### config.mk
export PLATFORM = sky130hd
export DESIGN_NAME = hsv_hsl_to_rgb_convert
export DESIGN_NICKNAME = d
export VERILOG_FILES = /design/src/rtl/h2r_pkg.sv /design/src/rtl/h2r_pipe_ctrl.sv /design/src/rtl/h2r_hue_sector.sv /design/src/rtl/h2r_chroma.sv /design/src/rtl/h2r_mix.sv /design/src/rtl/hsv_hsl_to_rgb_convert.sv
export SDC_FILE = /design/constraint.sdc
export NUM_CORES = 2
export LEC_CHECK = 0
export BUFFER_PORTS_ARGS = -buffer_cell sky130_fd_sc_hd__buf_2
export CAP_MARGIN = 20
export CORE_MARGIN = 5
export CORE_UTILIZATION = 50
export CTS_CLUSTER_DIAMETER = 120
export DETAILED_ROUTE_END_ITERATION = 6
export PLACE_DENSITY = 0.61
export SLEW_MARGIN = 20
export SYNTH_ARGS = -nofsm -noshare
export SYNTH_HDL_FRONTEND = slang
export SYNTH_HIERARCHICAL = 1
export SYNTH_SLANG_ARGS = --single-unit
### constraint.sdc
create_clock -name aclk -period 7.7 [get_ports aclk]
set_input_delay 2.31 -clock aclk [delete_from_list [all_inputs] [get_ports aclk]]
set_output_delay 2.31 -clock aclk [all_outputs]
set_load 0.02 [all_outputs]
### src/rtl/h2r_pkg.sv
// shared constants for the hsv/hsl to rgb converter
`timescale 1ns / 1ps
`default_nettype none

package h2r_pkg;

    // pipeline depth, one enable per register stage
    localparam int unsigned NSTAGE = 8;

    // hue is in 1/16 degree
    localparam int unsigned HUE_TURN   = 5760;
    localparam int unsigned HUE_SECTOR = 960;
    localparam int unsigned HALF_SECTOR = HUE_SECTOR / 2;
    localparam int unsigned FULL_SCALE = 255;

    // channels are numerators over 2*255*960
    localparam int unsigned CH_DENOM = 2 * FULL_SCALE * HUE_SECTOR;
    localparam int unsigned CH_HALF  = CH_DENOM / 2;

    // reciprocals for the divides by constants, rounded up
    localparam int unsigned HUE_SHIFT = 29;
    localparam int unsigned SEC_SHIFT = 23;
    localparam int unsigned CH_SHIFT  = 46;
    localparam logic [16:0] HUE_RECIP =
        17'(((64'd1 << HUE_SHIFT) + 64'(HUE_TURN) - 64'd1) / 64'(HUE_TURN));
    localparam logic [13:0] SEC_RECIP =
        14'(((64'd1 << SEC_SHIFT) + 64'(HUE_SECTOR) - 64'd1) / 64'(HUE_SECTOR));
    localparam logic [27:0] CH_RECIP =
        28'(((64'd1 << CH_SHIFT) + 64'(CH_DENOM) - 64'd1) / 64'(CH_DENOM));

    // input model codes
    localparam logic MODEL_HSV = 1'b0;
    localparam logic MODEL_HSL = 1'b1;

    typedef logic [NSTAGE-1:0] stage_vec_t;

endpackage

`default_nettype wire

### src/rtl/h2r_pipe_ctrl.sv
// valid bits and per-stage load enables for the converter pipeline
`timescale 1ns / 1ps
`default_nettype none

module h2r_pipe_ctrl (
    input  wire                  aclk,
    input  wire                  aresetn,
    input  wire                  in_valid,
    output logic                 in_ready,
    output logic                 out_valid,
    input  wire                  out_ready,
    output h2r_pkg::stage_vec_t  stage_en,
    output h2r_pkg::stage_vec_t  stage_valid
);

    h2r_pkg::stage_vec_t valid_reg;
    h2r_pkg::stage_vec_t valid_next;
    logic [h2r_pkg::NSTAGE:0] ready;
    h2r_pkg::stage_vec_t feed;

    // a stage can load when it is empty or its word moves on
    always_comb begin
        ready[h2r_pkg::NSTAGE] = out_ready;
        for (int k = h2r_pkg::NSTAGE - 1; k >= 0; k--) begin
            ready[k] = !valid_reg[k] || ready[k+1];
        end
        feed[0] = in_valid;
        for (int k = 1; k < h2r_pkg::NSTAGE; k++) begin
            feed[k] = valid_reg[k-1];
        end
        for (int k = 0; k < h2r_pkg::NSTAGE; k++) begin
            stage_en[k]   = ready[k] && feed[k];
            valid_next[k] = ready[k] ? feed[k] : valid_reg[k];
        end
    end

    always_ff @(posedge aclk) begin
        if (!aresetn) begin
            valid_reg <= '0;
        end else begin
            valid_reg <= valid_next;
        end
    end

    assign in_ready    = ready[0];
    assign out_valid   = valid_reg[h2r_pkg::NSTAGE-1];
    assign stage_valid = valid_reg;

endmodule

`default_nettype wire

### src/rtl/h2r_hue_sector.sv
// hue wrap, sector pick and position within the sector (stages 0 to 3)
`timescale 1ns / 1ps
`default_nettype none

module h2r_hue_sector (
    input  wire                  aclk,
    input  h2r_pkg::stage_vec_t  stage_en,
    input  wire [15:0]           hue_angle,
    input  wire                  hue_undefined,
    output logic [2:0]           sector_s3,
    output logic [10:0]          frac_s3,
    output logic                 undef_s3
);

    logic [3:0]  turn_s0_reg, turn_s0_next;
    logic [15:0] hue_s0_reg;
    logic        undef_s0_reg, undef_s1_reg, undef_s2_reg, undef_s3_reg;
    logic [12:0] wrap_s1_reg, wrap_s1_next;
    logic [12:0] wrap_s2_reg;
    logic [2:0]  sector_s2_reg, sector_s2_next;
    logic [2:0]  sector_s3_reg;
    logic [10:0] frac_s3_reg, frac_s3_next;
    logic [32:0] turn_prod;
    logic [25:0] sector_prod;
    logic [9:0]  pos;

    always_comb begin
        turn_prod    = 33'(hue_angle) * 33'(h2r_pkg::HUE_RECIP);
        turn_s0_next = turn_prod[32:h2r_pkg::HUE_SHIFT];

        wrap_s1_next = 13'(hue_s0_reg - 16'(16'(turn_s0_reg) * 16'(h2r_pkg::HUE_TURN)));

        sector_prod    = 26'(wrap_s1_reg) * 26'(h2r_pkg::SEC_RECIP);
        sector_s2_next = sector_prod[25:h2r_pkg::SEC_SHIFT];

        // odd sectors run the ramp downward
        pos = 10'(wrap_s2_reg - 13'(13'(sector_s2_reg) * 13'(h2r_pkg::HUE_SECTOR)));
        if (sector_s2_reg[0]) begin
            frac_s3_next = 11'(h2r_pkg::HUE_SECTOR) - {1'b0, pos};
        end else begin
            frac_s3_next = {1'b0, pos};
        end
    end

    always_ff @(posedge aclk) begin
        if (stage_en[0]) begin
            turn_s0_reg  <= turn_s0_next;
            hue_s0_reg   <= hue_angle;
            undef_s0_reg <= hue_undefined;
        end
        if (stage_en[1]) begin
            wrap_s1_reg  <= wrap_s1_next;
            undef_s1_reg <= undef_s0_reg;
        end
        if (stage_en[2]) begin
            wrap_s2_reg   <= wrap_s1_reg;
            sector_s2_reg <= sector_s2_next;
            undef_s2_reg  <= undef_s1_reg;
        end
        if (stage_en[3]) begin
            sector_s3_reg <= sector_s2_reg;
            frac_s3_reg   <= frac_s3_next;
            undef_s3_reg  <= undef_s2_reg;
        end
    end

    assign sector_s3 = sector_s3_reg;
    assign frac_s3   = frac_s3_reg;
    assign undef_s3  = undef_s3_reg;

endmodule

`default_nettype wire

### src/rtl/h2r_chroma.sv
// chroma and offset numerators for hsv or hsl (stages 0 to 3)
`timescale 1ns / 1ps
`default_nettype none

module h2r_chroma (
    input  wire                  aclk,
    input  h2r_pkg::stage_vec_t  stage_en,
    input  wire                  model_select,
    input  wire [7:0]            sat_level,
    input  wire [7:0]            value_or_light,
    output logic [16:0]          cq_s3,
    output logic [26:0]          cn_s3,
    output logic [26:0]          mn_s3
);

    logic [16:0] cq_s0_reg, cq_s0_next;
    logic [7:0]  level_s0_reg;
    logic        model_s0_reg;
    logic [16:0] cq_s1_reg, cq_s2_reg, cq_s3_reg;
    logic [26:0] cn_s1_reg, cn_s1_next, cn_s2_reg, cn_s3_reg;
    logic [26:0] mn_s1_reg, mn_s1_next, mn_s2_reg, mn_s3_reg;
    logic [8:0]  twice;
    logic [8:0]  lvl_dev;
    logic [7:0]  span;
    logic [7:0]  sel;
    logic [15:0] sv_prod;

    always_comb begin
        // hsl chroma scale is 255 - |2L - 255|
        twice = {value_or_light, 1'b0};
        if (twice >= 9'(h2r_pkg::FULL_SCALE)) begin
            lvl_dev = twice - 9'(h2r_pkg::FULL_SCALE);
        end else begin
            lvl_dev = 9'(h2r_pkg::FULL_SCALE) - twice;
        end
        span = 8'(9'(h2r_pkg::FULL_SCALE) - lvl_dev);
        sel  = (model_select == h2r_pkg::MODEL_HSL) ? span : value_or_light;
        sv_prod    = 16'(sat_level) * 16'(sel);
        cq_s0_next = {sv_prod, 1'b0};

        cn_s1_next = 27'(cq_s0_reg * 27'(h2r_pkg::HUE_SECTOR));
        if (model_s0_reg == h2r_pkg::MODEL_HSL) begin
            mn_s1_next = 27'(27'(level_s0_reg) * 27'(h2r_pkg::CH_DENOM))
                       - 27'(cq_s0_reg * 27'(h2r_pkg::HALF_SECTOR));
        end else begin
            mn_s1_next = 27'(27'(level_s0_reg) * 27'(h2r_pkg::CH_DENOM))
                       - 27'(cq_s0_reg * 27'(h2r_pkg::HUE_SECTOR));
        end
    end

    always_ff @(posedge aclk) begin
        if (stage_en[0]) begin
            cq_s0_reg    <= cq_s0_next;
            level_s0_reg <= value_or_light;
            model_s0_reg <= model_select;
        end
        if (stage_en[1]) begin
            cq_s1_reg <= cq_s0_reg;
            cn_s1_reg <= cn_s1_next;
            mn_s1_reg <= mn_s1_next;
        end
        if (stage_en[2]) begin
            cq_s2_reg <= cq_s1_reg;
            cn_s2_reg <= cn_s1_reg;
            mn_s2_reg <= mn_s1_reg;
        end
        if (stage_en[3]) begin
            cq_s3_reg <= cq_s2_reg;
            cn_s3_reg <= cn_s2_reg;
            mn_s3_reg <= mn_s2_reg;
        end
    end

    assign cq_s3 = cq_s3_reg;
    assign cn_s3 = cn_s3_reg;
    assign mn_s3 = mn_s3_reg;

endmodule

`default_nettype wire

### src/rtl/h2r_mix.sv
// intermediate term, channel sums, rounding divide and clamp (stages 4 to 7)
`timescale 1ns / 1ps
`default_nettype none

module h2r_mix (
    input  wire                  aclk,
    input  h2r_pkg::stage_vec_t  stage_en,
    input  wire [2:0]            sector_s3,
    input  wire [10:0]           frac_s3,
    input  wire                  undef_s3,
    input  wire [16:0]           cq_s3,
    input  wire [26:0]           cn_s3,
    input  wire [26:0]           mn_s3,
    output logic [7:0]           red_out,
    output logic [7:0]           green_out,
    output logic [7:0]           blue_out
);

    logic [26:0] xn_s4_reg, xn_s4_next;
    logic [26:0] cn_s4_reg, mn_s4_reg;
    logic [2:0]  sector_s4_reg;
    logic        undef_s4_reg;
    logic [26:0] chan_s5_reg [3];
    logic [26:0] chan_s5_next [3];
    logic [54:0] prod_s6_reg [3];
    logic [54:0] prod_s6_next [3];
    logic [7:0]  out_s7_reg [3];
    logic [7:0]  out_s7_next [3];
    logic [26:0] add_r, add_g, add_b;
    logic [8:0]  quot [3];

    always_comb begin
        xn_s4_next = 27'(28'(cq_s3) * 28'(frac_s3));

        add_r = '0;
        add_g = '0;
        add_b = '0;
        if (!undef_s4_reg) begin
            case (sector_s4_reg)
                3'd0: begin
                    add_r = cn_s4_reg;
                    add_g = xn_s4_reg;
                end
                3'd1: begin
                    add_r = xn_s4_reg;
                    add_g = cn_s4_reg;
                end
                3'd2: begin
                    add_g = cn_s4_reg;
                    add_b = xn_s4_reg;
                end
                3'd3: begin
                    add_g = xn_s4_reg;
                    add_b = cn_s4_reg;
                end
                3'd4: begin
                    add_r = xn_s4_reg;
                    add_b = cn_s4_reg;
                end
                default: begin
                    add_r = cn_s4_reg;
                    add_b = xn_s4_reg;
                end
            endcase
        end
        // half the denominator added here for round to nearest
        chan_s5_next[0] = mn_s4_reg + add_r + 27'(h2r_pkg::CH_HALF);
        chan_s5_next[1] = mn_s4_reg + add_g + 27'(h2r_pkg::CH_HALF);
        chan_s5_next[2] = mn_s4_reg + add_b + 27'(h2r_pkg::CH_HALF);

        for (int c = 0; c < 3; c++) begin
            prod_s6_next[c] = 55'(chan_s5_reg[c]) * 55'(h2r_pkg::CH_RECIP);
            quot[c] = prod_s6_reg[c][54:h2r_pkg::CH_SHIFT];
            out_s7_next[c] = (quot[c] > 9'(h2r_pkg::FULL_SCALE)) ?
                             8'(h2r_pkg::FULL_SCALE) : quot[c][7:0];
        end
    end

    always_ff @(posedge aclk) begin
        if (stage_en[4]) begin
            xn_s4_reg     <= xn_s4_next;
            cn_s4_reg     <= cn_s3;
            mn_s4_reg     <= mn_s3;
            sector_s4_reg <= sector_s3;
            undef_s4_reg  <= undef_s3;
        end
        if (stage_en[5]) begin
            chan_s5_reg <= chan_s5_next;
        end
        if (stage_en[6]) begin
            prod_s6_reg <= prod_s6_next;
        end
        if (stage_en[7]) begin
            out_s7_reg <= out_s7_next;
        end
    end

    assign red_out   = out_s7_reg[0];
    assign green_out = out_s7_reg[1];
    assign blue_out  = out_s7_reg[2];

endmodule

`default_nettype wire

### src/rtl/hsv_hsl_to_rgb_convert.sv
// Converts one HSV or HSL pixel per clock to 8-bit RGB while neither side stalls.
// Hue is in 1/16 degree and wraps modulo 360 degrees; saturation and value or
// lightness are fractions of 255; cfg_wr_data selects HSL (1) or HSV (0) and the
// user must write it with cfg_wr_en only while no pixel is in flight; the block
// itself does not enforce this. An undefined hue (tuser set) gives gray. The
// datapath is an 8-stage pipeline, and one pixel enters every cycle while the
// pipeline has room. Each stage keeps its own valid bit, so a stall on the
// output fills bubbles before it holds the input.
`timescale 1ns / 1ps
`default_nettype none

module hsv_hsl_to_rgb_convert (
    input  wire          aclk,
    input  wire          aresetn,
    input  wire          cfg_wr_en,
    input  wire          cfg_wr_data,
    input  wire          s_axis_tvalid,
    output logic         s_axis_tready,
    input  wire  [31:0]  s_axis_tdata,   // hue_angle, sat_level, value_or_light
    input  wire          s_axis_tuser,   // hue_undefined
    output logic         m_axis_tvalid,
    input  wire          m_axis_tready,
    output logic [23:0]  m_axis_tdata    // red_out, green_out, blue_out
);

    logic                model_select_reg;
    h2r_pkg::stage_vec_t stage_en;
    h2r_pkg::stage_vec_t stage_valid;
    logic [2:0]          sector_s3;
    logic [10:0]         frac_s3;
    logic                undef_s3;
    logic [16:0]         cq_s3;
    logic [26:0]         cn_s3;
    logic [26:0]         mn_s3;
    logic [7:0]          red_out, green_out, blue_out;

    always_ff @(posedge aclk) begin
        if (!aresetn) begin
            model_select_reg <= h2r_pkg::MODEL_HSV;
        end else if (cfg_wr_en) begin
            model_select_reg <= cfg_wr_data;
        end
    end

    h2r_pipe_ctrl u_ctrl (
        .aclk        (aclk),
        .aresetn     (aresetn),
        .in_valid    (s_axis_tvalid),
        .in_ready    (s_axis_tready),
        .out_valid   (m_axis_tvalid),
        .out_ready   (m_axis_tready),
        .stage_en    (stage_en),
        .stage_valid (stage_valid)
    );

    h2r_hue_sector u_hue (
        .aclk          (aclk),
        .stage_en      (stage_en),
        .hue_angle     (s_axis_tdata[15:0]),
        .hue_undefined (s_axis_tuser),
        .sector_s3     (sector_s3),
        .frac_s3       (frac_s3),
        .undef_s3      (undef_s3)
    );

    h2r_chroma u_chroma (
        .aclk           (aclk),
        .stage_en       (stage_en),
        .model_select   (model_select_reg),
        .sat_level      (s_axis_tdata[23:16]),
        .value_or_light (s_axis_tdata[31:24]),
        .cq_s3          (cq_s3),
        .cn_s3          (cn_s3),
        .mn_s3          (mn_s3)
    );

    h2r_mix u_mix (
        .aclk      (aclk),
        .stage_en  (stage_en),
        .sector_s3 (sector_s3),
        .frac_s3   (frac_s3),
        .undef_s3  (undef_s3),
        .cq_s3     (cq_s3),
        .cn_s3     (cn_s3),
        .mn_s3     (mn_s3),
        .red_out   (red_out),
        .green_out (green_out),
        .blue_out  (blue_out)
    );

    assign m_axis_tdata = {blue_out, green_out, red_out};

    // input only backs up when every stage is full and the output is stalled
    assert property (@(posedge aclk) disable iff (!aresetn)
        !s_axis_tready |-> (stage_valid == '1) && !m_axis_tready)
        else $error("input stalled while pipeline has room");

    // a word behind the output moves up when the output is taken
    assert property (@(posedge aclk) disable iff (!aresetn)
        m_axis_tvalid && m_axis_tready && stage_valid[h2r_pkg::NSTAGE-2]
        |=> m_axis_tvalid)
        else $error("word lost between last two stages");

    // an accepted word is held in the first stage next cycle
    assert property (@(posedge aclk) disable iff (!aresetn)
        s_axis_tvalid && s_axis_tready |=> stage_valid[0])
        else $error("accepted word missing from first stage");

endmodule

`default_nettype wire

==> impl_metrics.csv <==
group,metric,value,unit
timing,clock_skew,0.0711,ns
yosys,yosysWarnings,6,
detailed_routing,wl_met3,5.02,mm
detailed_routing,initialDrtViolationCount,2225,
final_layout,drive_gt1_share,4.53,%
pwr,p_leak,37.0,nW
detailed_routing,met2_length,73.6,mm
clock_tree,post_cts_buffers,0,
pwr,power_density,401,nW/µm²
place,place.gp.congestion,0.892,
detailed_routing,drc,0,
detailed_routing,vias_per_cell,5.23,
place,dp_hpwl,130,mm
clock_tree,clkLatencyLatePin,0.68,ns
floorplan,die_h,380,µm
detailed_routing,drt.antenna.violating_nets,0,
yosys,synthCells,6559,
final_layout,syn2layout_area_growth,6.51,%
final_layout,largest_reg_flops,81,
worst_hold_path,hold_path.class,"flip-flop to flip-flop",
run_status,status,"finished clean",
floorplan,dieArea,145000,µm²
clock_tree,clockRootBuffer,"clkbuf_16",
setup_path,arrival,7.27,ns
detailed_routing,wl_met1,69.7,mm
clock_tree,cts-htree-levels,2,
clock_tree,cts_buffers,57,
timing,drv_slew,0,
timing,max_freq,0.146,GHz
setup_path,start_kind,"flip-flop",
final_layout,fin_nets,8961,
timing,setup_viol_count_final,0,
floorplan,die_w,380,µm
setup_path,cp_data_required_time,8.13,ns
clock_tree,clock-sinks,480,
setup_path,crit_path_end_kind,"flip-flop",
timing,hold_viol,0,
setup_path,crit_type,"flip-flop to flip-flop",
grt,grt_usage,21.6,%
detailed_routing,num_vias,44341,
clock_tree,cts_hold_buf,0,
final_layout,nFillCells,12182,
grt,grt_start_max_net_pins,74,
grt,grt_first_pass_wirelength,251,mm
detailed_routing,topRoutingLayerUsed,"met4",
floorplan,ioPinCount,65,
clock_tree,cts_resized,0,
clock_tree,cts_tree,"done",
grt,overflow,0,
floorplan,core,136000,µm²
timing,slew_headroom,32.8,%
yosys,postSynthAreaPerCell,10.5,µm²
setup_path,crit_fanout,7,
timing,worst_pin_slew,1.01,ns
clock_tree,cts_buffer_depth,3,
pwr,irDropWorstVdd,0.00140,V
detailed_routing,wire_per_inst,18.0,µm
run,cap_viol_max_count,0,
timing,post-route-min-period,6.85,ns
floorplan,initial_core_util,50.5,%
clock_tree,clkSlewWorstSetupHoldPaths,0.06,ns
yosys,syn_area,68500,µm²
grt,antenna_found_initial,1,
timing,finalSetupTns,0,ns
detailed_routing,totalWireLength,152,mm
detailed_routing,drtPass1Iterations,6,
place,io_buffers,64,
floorplan,rows,135,
timing,rsz0062_at_grt,"no",
grt,grt_pass1_vias,46983,
timing,period_share,89.0,%
final_layout,post-route-util,53.8,%
area by class of cell:
| class | count | area (µm²) | area share, % |
|---|---|---|---|
| multi-input cells | 4361 | 47800 | 65.4 |
| flip-flops and latches | 480 | 14300 | 19.6 |
| inverters | 1639 | 6150 | 8.43 |
| well taps | 1781 | 2230 | 3.05 |
| clock buffers | 63 | 1450 | 1.98 |
| repair buffers | 103 | 613 | 0.840 |
| clock inverters | 44 | 454 | 0.622 |
| diodes | 1 | 2.50 | 0.00343 |
cells in the final DEF, fill, tap and decap left out, types with 41 or more instances in the layout:
master,instances
nand2_1,318
a21o_1,110
ha_1,1397
nand4_1,41
a21oi_1,234
edfxtp_1,471
xor2_1,67
nand3_1,76
buf_2,64
nor2b_1,45
xnor2_1,148
nor3_1,58
inv_1,1639
clkbuf_16,57
and2_1,103
fa_1,883
nor2_1,189
or2_2,62
a22oi_1,49
o21ai_0,147
routing by layer:
metal,vias up,global-route usage [%]
met3,176,1.77
li1,21580,-
met5,-,0
met4,0,5.39
met1,21834,29.9
met2,751,36.9
critical path, cell delays in order (launching register included):
cell,delay (ns)
edfxtp_1,0.58
inv_1,0.09
ha_1,0.29
inv_1,0.06
fa_1,0.54
inv_1,0.07
fa_1,0.54
inv_1,0.06
fa_1,0.50
inv_1,0.06
fa_1,0.53
inv_1,0.05
fa_1,0.45
fa_1,0.41
ha_1,0.23
a2111oi_0,0.60
nand4bb_1,0.15
nand3b_1,0.21
a31oi_1,0.36
nor3_1,0.18
o2111ai_2,0.27
nand2_1,0.11
a311o_1,0.33
through the flow:
| step | power, W | hold WS, ns | setup slack [ns] | cells | instance area (µm²) |
|---|---|---|---|---|---|
| floorplan | 0.0212 | 0.400 | 0.729 | 6572 | 68600 |
| global placement | 0.0263 | 0.401 | 0.429 | 8364 | 71100 |
| detailed placement | 0.0265 | 0.405 | 0.380 | 8364 | 71100 |
| CTS | 0.0294 | 0.410 | 0.799 | 8471 | 73000 |
| global route | 0.0325 | 0.421 | 0.452 | 8472 | 73000 |
| finish | 0.0293 | 0.414 | 0.851 | 8472 | 73000 |
where the power goes:
part,leakage (nW),switching (W),internal [W]
Combinational,31.7,0.0130,0.00953
Clock,0.915,0.00117,0.00152
Sequential,4.41,0.000208,0.00388
final timing paths:
check	startpoint	end	slack, ns	cells past startpoint
setup / recovery	u_mix/chan_s5_reg[34]$_DFFE_PP_	u_mix/prod_s6_reg[109]$_DFFE_PP_	0.85	22
hold / removal	u_chroma/cn_s1_reg[8]$_DFFE_PP_	u_chroma/cn_s2_reg[8]$_DFFE_PP_	0.41	0
setup reg to reg	u_mix/chan_s5_reg[34]$_DFFE_PP_	u_mix/prod_s6_reg[109]$_DFFE_PP_	0.85	22
hold reg to reg	u_chroma/cn_s1_reg[8]$_DFFE_PP_	u_chroma/cn_s2_reg[8]$_DFFE_PP_	0.41	0
Power figures use the tool's default switching activity.
